===== src/hdl/aabbfc_pkg.sv =====
// ----------------------------------------------------------------------------
// aabbfc_pkg
// Types and constants shared by the box-versus-frustum classifier.
// ----------------------------------------------------------------------------
package aabbfc_pkg;

	localparam int REG_COUNT   = 6;
	localparam int REG_IDX_W   = 3;
	localparam int PLANE_W     = 64;
	localparam int COORD_W     = 16;
	localparam int EXT_W       = 15;
	localparam int SUM_W       = 35;
	localparam int FRAC_BITS   = 14;
	localparam int IN_TDATA_W  = 96;
	localparam int OUT_TDATA_W = 8;

	typedef enum logic [1:0] {
		VIS_INSIDE  = 2'd0,
		VIS_PARTIAL = 2'd1,
		VIS_OUTSIDE = 2'd2
	} vis_t;

	typedef struct packed {
		logic        [EXT_W-1:0]   ext_z;
		logic        [EXT_W-1:0]   ext_y;
		logic        [EXT_W-1:0]   ext_x;
		logic signed [COORD_W-1:0] center_z;
		logic signed [COORD_W-1:0] center_y;
		logic signed [COORD_W-1:0] center_x;
	} box_t;

	typedef struct packed {
		logic outside;
		logic partial;
	} plane_flags_t;

endpackage


===== src/hdl/aabbfc_plane_regs.sv =====
// ----------------------------------------------------------------------------
// aabbfc_plane_regs
// Holds the packed plane registers written through the configuration port.
// ----------------------------------------------------------------------------
module aabbfc_plane_regs import aabbfc_pkg::*; #(
	parameter int STORED = 6
) (
	input  logic                 clk,
	input  logic                 arst_n,
	input  logic                 cfg_we,
	input  logic [REG_IDX_W-1:0] cfg_index,
	input  logic [PLANE_W-1:0]   cfg_data,
	output logic [PLANE_W-1:0]   planes [STORED]
);

	logic [PLANE_W-1:0] plane_q [STORED];

	for (genvar i = 0; i < STORED; i++) begin : g_reg
		always_ff @(posedge clk or negedge arst_n) begin
			if (!arst_n) begin
				plane_q[i] <= '0;
			end else if (cfg_we && cfg_index == REG_IDX_W'(i)) begin
				plane_q[i] <= cfg_data;
			end
		end
		assign planes[i] = plane_q[i];
	end

endmodule


===== config.mk =====
export PLATFORM = sky130hd
export DESIGN_NAME = aabbfc_plane_regs
export DESIGN_NICKNAME = d
export VERILOG_FILES = /design/src/hdl/aabbfc_pkg.sv /design/src/hdl/aabbfc_plane_regs.sv
export SDC_FILE = /design/constraint.sdc
export NUM_CORES = 1
export LEC_CHECK = 0
export ABC_AREA = 1
export BUFFER_PORTS_ARGS = -buffer_cell sky130_fd_sc_hd__buf_4
export CELL_PAD_IN_SITES_DETAIL_PLACEMENT = 0
export CELL_PAD_IN_SITES_GLOBAL_PLACEMENT = 1
export CORE_ASPECT_RATIO = 1.4
export CORE_MARGIN = 3
export CORE_UTILIZATION = 41
export DETAILED_ROUTE_END_ITERATION = 6
export GPL_TIMING_DRIVEN = 0
export MAX_ROUTING_LAYER = met4
export PLACE_DENSITY = 0.91
export SYNTH_ARGS = -nofsm -noshare
export SYNTH_HDL_FRONTEND = slang
export SYNTH_SLANG_ARGS = --single-unit

===== constraint.sdc =====
create_clock -name clk -period 1.3 [get_ports clk]
set_input_delay 0.39 -clock clk [delete_from_list [all_inputs] [get_ports clk]]
set_output_delay 0.39 -clock clk [all_outputs]
set_load 0.01 [all_outputs]

======== After elaboration in Yosys (flattened, before gate mapping) ========
Index checks and enable logic that the tools add are counted.
word-level totals
  bits in registers ....................... 384
  output and inout bits ................... 384
  word-level logic and storage cells ...... 18
operators by class
  equal/unequal tests ..................... 5
  reductions and logical operators ........ 7
operator list
  cell                                           count
  == test 3 x 2 -> 1 bit, second input constant  2
  == test 3 bit, second input constant           2
  logical AND 1 bit                              6
  == test 3 x 1 -> 1 bit, second input constant  1
  logical NOT 3 bit                              1

======== Longest topological paths before layout ========
  depth in word-level cells ............... 2
  mapped depth ............................ 6
  depth with buffers taken out ............ 5

======== Worst setup path after synthesis ========
Ideal clock, no wire load.
  path type ............................... in2reg
  start ................................... input cfg_index[1]
  end ..................................... register plane_q (netlist bit planes[323])
  setup time .............................. 0.117 ns
  data arrival time ....................... 1.060 ns
  data required time ...................... 1.183 ns
  slack ................................... 0.123 ns
  stages on the path ...................... 5
  buffers on the path ..................... 1
  cells stage by stage .................... nor2_1 > nand2_1 > clkbuf_1 > nand2_1 > nand2_1
between the ends
  longest elaborated chain between the ends .. 2
ends and longest elaborated chain
  item                           line                     RTL
  start, declared                aabbfc_plane_regs.sv:11  input logic [REG_IDX_W-1:0] cfg_index,
  logical NOT 3 bit              aabbfc_plane_regs.sv:22  end else if (cfg_we && cfg_index == REG_IDX_W'(i)) begin
  logical AND 1 bit              aabbfc_plane_regs.sv:22
  end signal, assigned by index  aabbfc_plane_regs.sv:23  plane_q[i] <= cfg_data;
  end, declared                  aabbfc_plane_regs.sv:16  logic [PLANE_W-1:0] plane_q [STORED];
No other way between the ends.
A chain may end at the register's enable or synchronous reset.

======== Worst setup path after layout ========
  start ................................... register plane_q (netlist bit planes[371])
  end ..................................... output planes[371] (netlist bit)
RTL lines
  item           line                     RTL
  end, declared  aabbfc_plane_regs.sv:13  output logic [PLANE_W-1:0] planes [STORED]
No word-level cell between the ends.

==> key figures <==
STA
  – Fmax: 667 MHz
  – Minimum clock period: 1.50 ns
  – Worst-margin pin slew: 0.692 ns
  – WHS: -0.222 ns
  – Final Setup Violations: 384
  – Fin. max-slew vios: 0
  – Setup TNS: -51.96 ns
  – Worst rel slew slack: 53.9%
  – Tcrit/Tclk final: 115%
  – Post-route setup slack: -0.199 ns
  – Clk_skew: 0 ns
  – Final Hold Fails: 50
  – RSZ-0062 raised after global routing: yes

Floorplan
  – IO Count: 454
  – Die Ht: 231 um
  – Core area: 0.0354 sq mm
  – Width of the die: 167 um
  – Initial Util: 42.0%
  – Full die area: 0.0386 sq mm
  – Num rows: 81

Clock network
  – CTS root buf: clkbuf_16
  – Total CTS buffers: 38
  – H-tree levels: 2
  – Clk sinks: 384
  – CTS Buffer Depth: 3
  – CTS tree: yes
  – Clk_lat worst skew: 0.52 ns
  – Clock Pin Slew Worst Setup and Hold Paths: 0.06 ns

Synth
  – Post-Synth XOR/XNOR Area: 0%
  – Syn. warnings: 0
  – Synth area leader: dfrtp_1
  – Multiplexer share of the synthesized area: 0%
  – Syn Inst Count: 1,662
  – Synth top area share: 64.7%
  – #FFs+latches synth: 384
  – Synth Area in Compound Gates: 0%
  – Syn_nets: 1,732
  – Mean post-synth cell area: 8.94 sq um
  – Part of the Yosys area used for sequential elements: 64.7%
  – Top post-synthesis cells by area: dfrtp_1 (65%), nand2_1 (23%), nand3_1 (8.6%), buf_2 (2.7%), clkbuf_1 (0.48%)
  – Distinct cells, synth: 10
  – Simple-gate area share of the yosys netlist: 31.7%
  – Post-synthesis adder-cell area fraction: 0%
  – Synthesized cell area: 0.0149 sq mm
  – Largest family of logic cells by synthesized area: simple AND/OR/NAND/NOR gates

Placement
  – Hpwl dp: 37,200 um
  – # port buffers: 453
  – Gpl congestion: 0.894
  – Post-DP Area: 0.0189 sq mm

GRT
  – Initial antenna violation count: 0
  – GRT Residual Overflow: 0
  – Vias in the first global route: 14,400
  – GRT Util Overall: 28.8%
  – Pin count of the biggest net entering global routing: 127
  – First-pass GRT wire length: 84,200 um

Route
  – Post-DRT Antenna Nets: 0
  – Via density: 5.11
  – WL final: 56,500 um
  – DR iter-0 viols: 1,037
  – Routed length per placed instance: 19.7 um
  – DR vias: 14,700
  – DRC viols: 0
  – Pre-antenna DRT Iters: 5

Power and ir drop
  – LEAKAGE: 13.0 nW
  – Peak VDD IR: 1.33 mV
  – Final total power: 38.4 mW
  – Power Dens Cells: 1650 mW/mm^2

Job
  – Max Cap Viol: 0

Cells and area
  – Design area: 0.0233 sq mm
  – Nets: 2,457
  – Antenna cells: 0
  – Layout cell share with drive strength beyond 1: 34.7%
  – Core Util, Final: 65.9%
  – Number of flip-flops under the largest register name: 384
  – Syn-to-layout area delta: 56.9%

Critical path
  – CP cell instances: buf_6
  – Worst path required time: 0.91 ns
  – Slowest CP cell: dfrtp_1
  – Worst EP arrival: 1.11 ns
  – Worst setup SP type: register
  – CP top delay family: flip-flops
  – Flop2flop setup slack: 0.41 ns
  – CP endpoint kind: output pin
  – Slowest stage delay, CP: 0.43 ns
  – CP Buf/Inv Count: 1
  – CP max FO: 2
  – Critical path class: register to output pin

Min path
  – Worst Hold Class: input pin to async pin

Outcome
  – Status: finished with violations
  – Failing checks: hold timing, setup timing
synthesized netlist by cell type:
cell	count
buf_2	79
buf_4	6
nor2_2	2
nor2_4	1
nand3_1	256
nand2_1	906
inv_1	6
clkbuf_1	19
dfrtp_1	384
nor2_1	3
cells by family (layout without fill, tap and decap cells):
| group | count (synthesis) | count (layout) |
|---|---|---|
| buffers and inverters | 110 | 861 |
| and+or+nand+nor | 1168 | 1168 |
| DFF | 384 | 384 |
cell type report:
type,count,area (sq um)
fillers,2771,12100
flip-flops and latches,384,9610
repair buffers,685,6670
multi-input cells,1168,4750
clock buffers,58,1120
well taps,456,571
plain buffers,104,522
clock inverters,8,50.0
inverters,6,22.5
metal layers:
metal | track usage (%) | wire length [um]
met1 | 33.6 | 20700
met3 | 6.31 | 4370
met5 | - | 0
met2 | 47.7 | 28100
met4 | 13.5 | 3350
per-stage QoR:
step,instances,worst slack [ns]
floorplan,1662,0.123
global placement,2571,-3.84
detailed placement,2574,-0.818
CTS,2770,-0.234
global route,2869,-0.230
finish,2869,-0.199
timing repair:
action / 4_1_cts / 5_1_grt
resized for setup: 389 / 17
setup endpoints to repair: 561 / 585
pin swaps: 0 / 0
gates cloned: 0 / 1
setup buffers: 130 / 98
hold endpoints to repair: 50 / 50
placed cells by master, fill, tap and decap left out, drive strengths merged:
cell / Yosys / final
clkbuf: 19 / 79
clkinv: 0 / 6
nand2: 906 / 906
nand3: 256 / 256
dfrtp: 384 / 384
buf: 85 / 768
nor2: 6 / 6
inv: 6 / 7
clkinvlp: 0 / 1
final timing paths:
kind,startpoint,to,cells after the start
worst max-delay path,planes[371],planes[371],1
worst min-delay path,arst_n,planes[133],1
worst max register to register,planes[189],planes[189],4
worst min register to register,planes[208],planes[208],2
max in group asynchronous,arst_n,planes[195],3
min in group clk,cfg_data[40],planes[168],3
power by group:
part / switching (mW) / total, mW / leakage, nW / internal (mW)
combinational: 5.17 / 11.9 / 7.57 / 6.74
sequential: 1.77 / 16.0 / 4.83 / 14.2
clock: 4.59 / 10.5 / 0.573 / 5.93
total: 11.5 / 38.4 / 13.0 / 26.9
No activity file was read; power rests on OpenSTA's default activity.
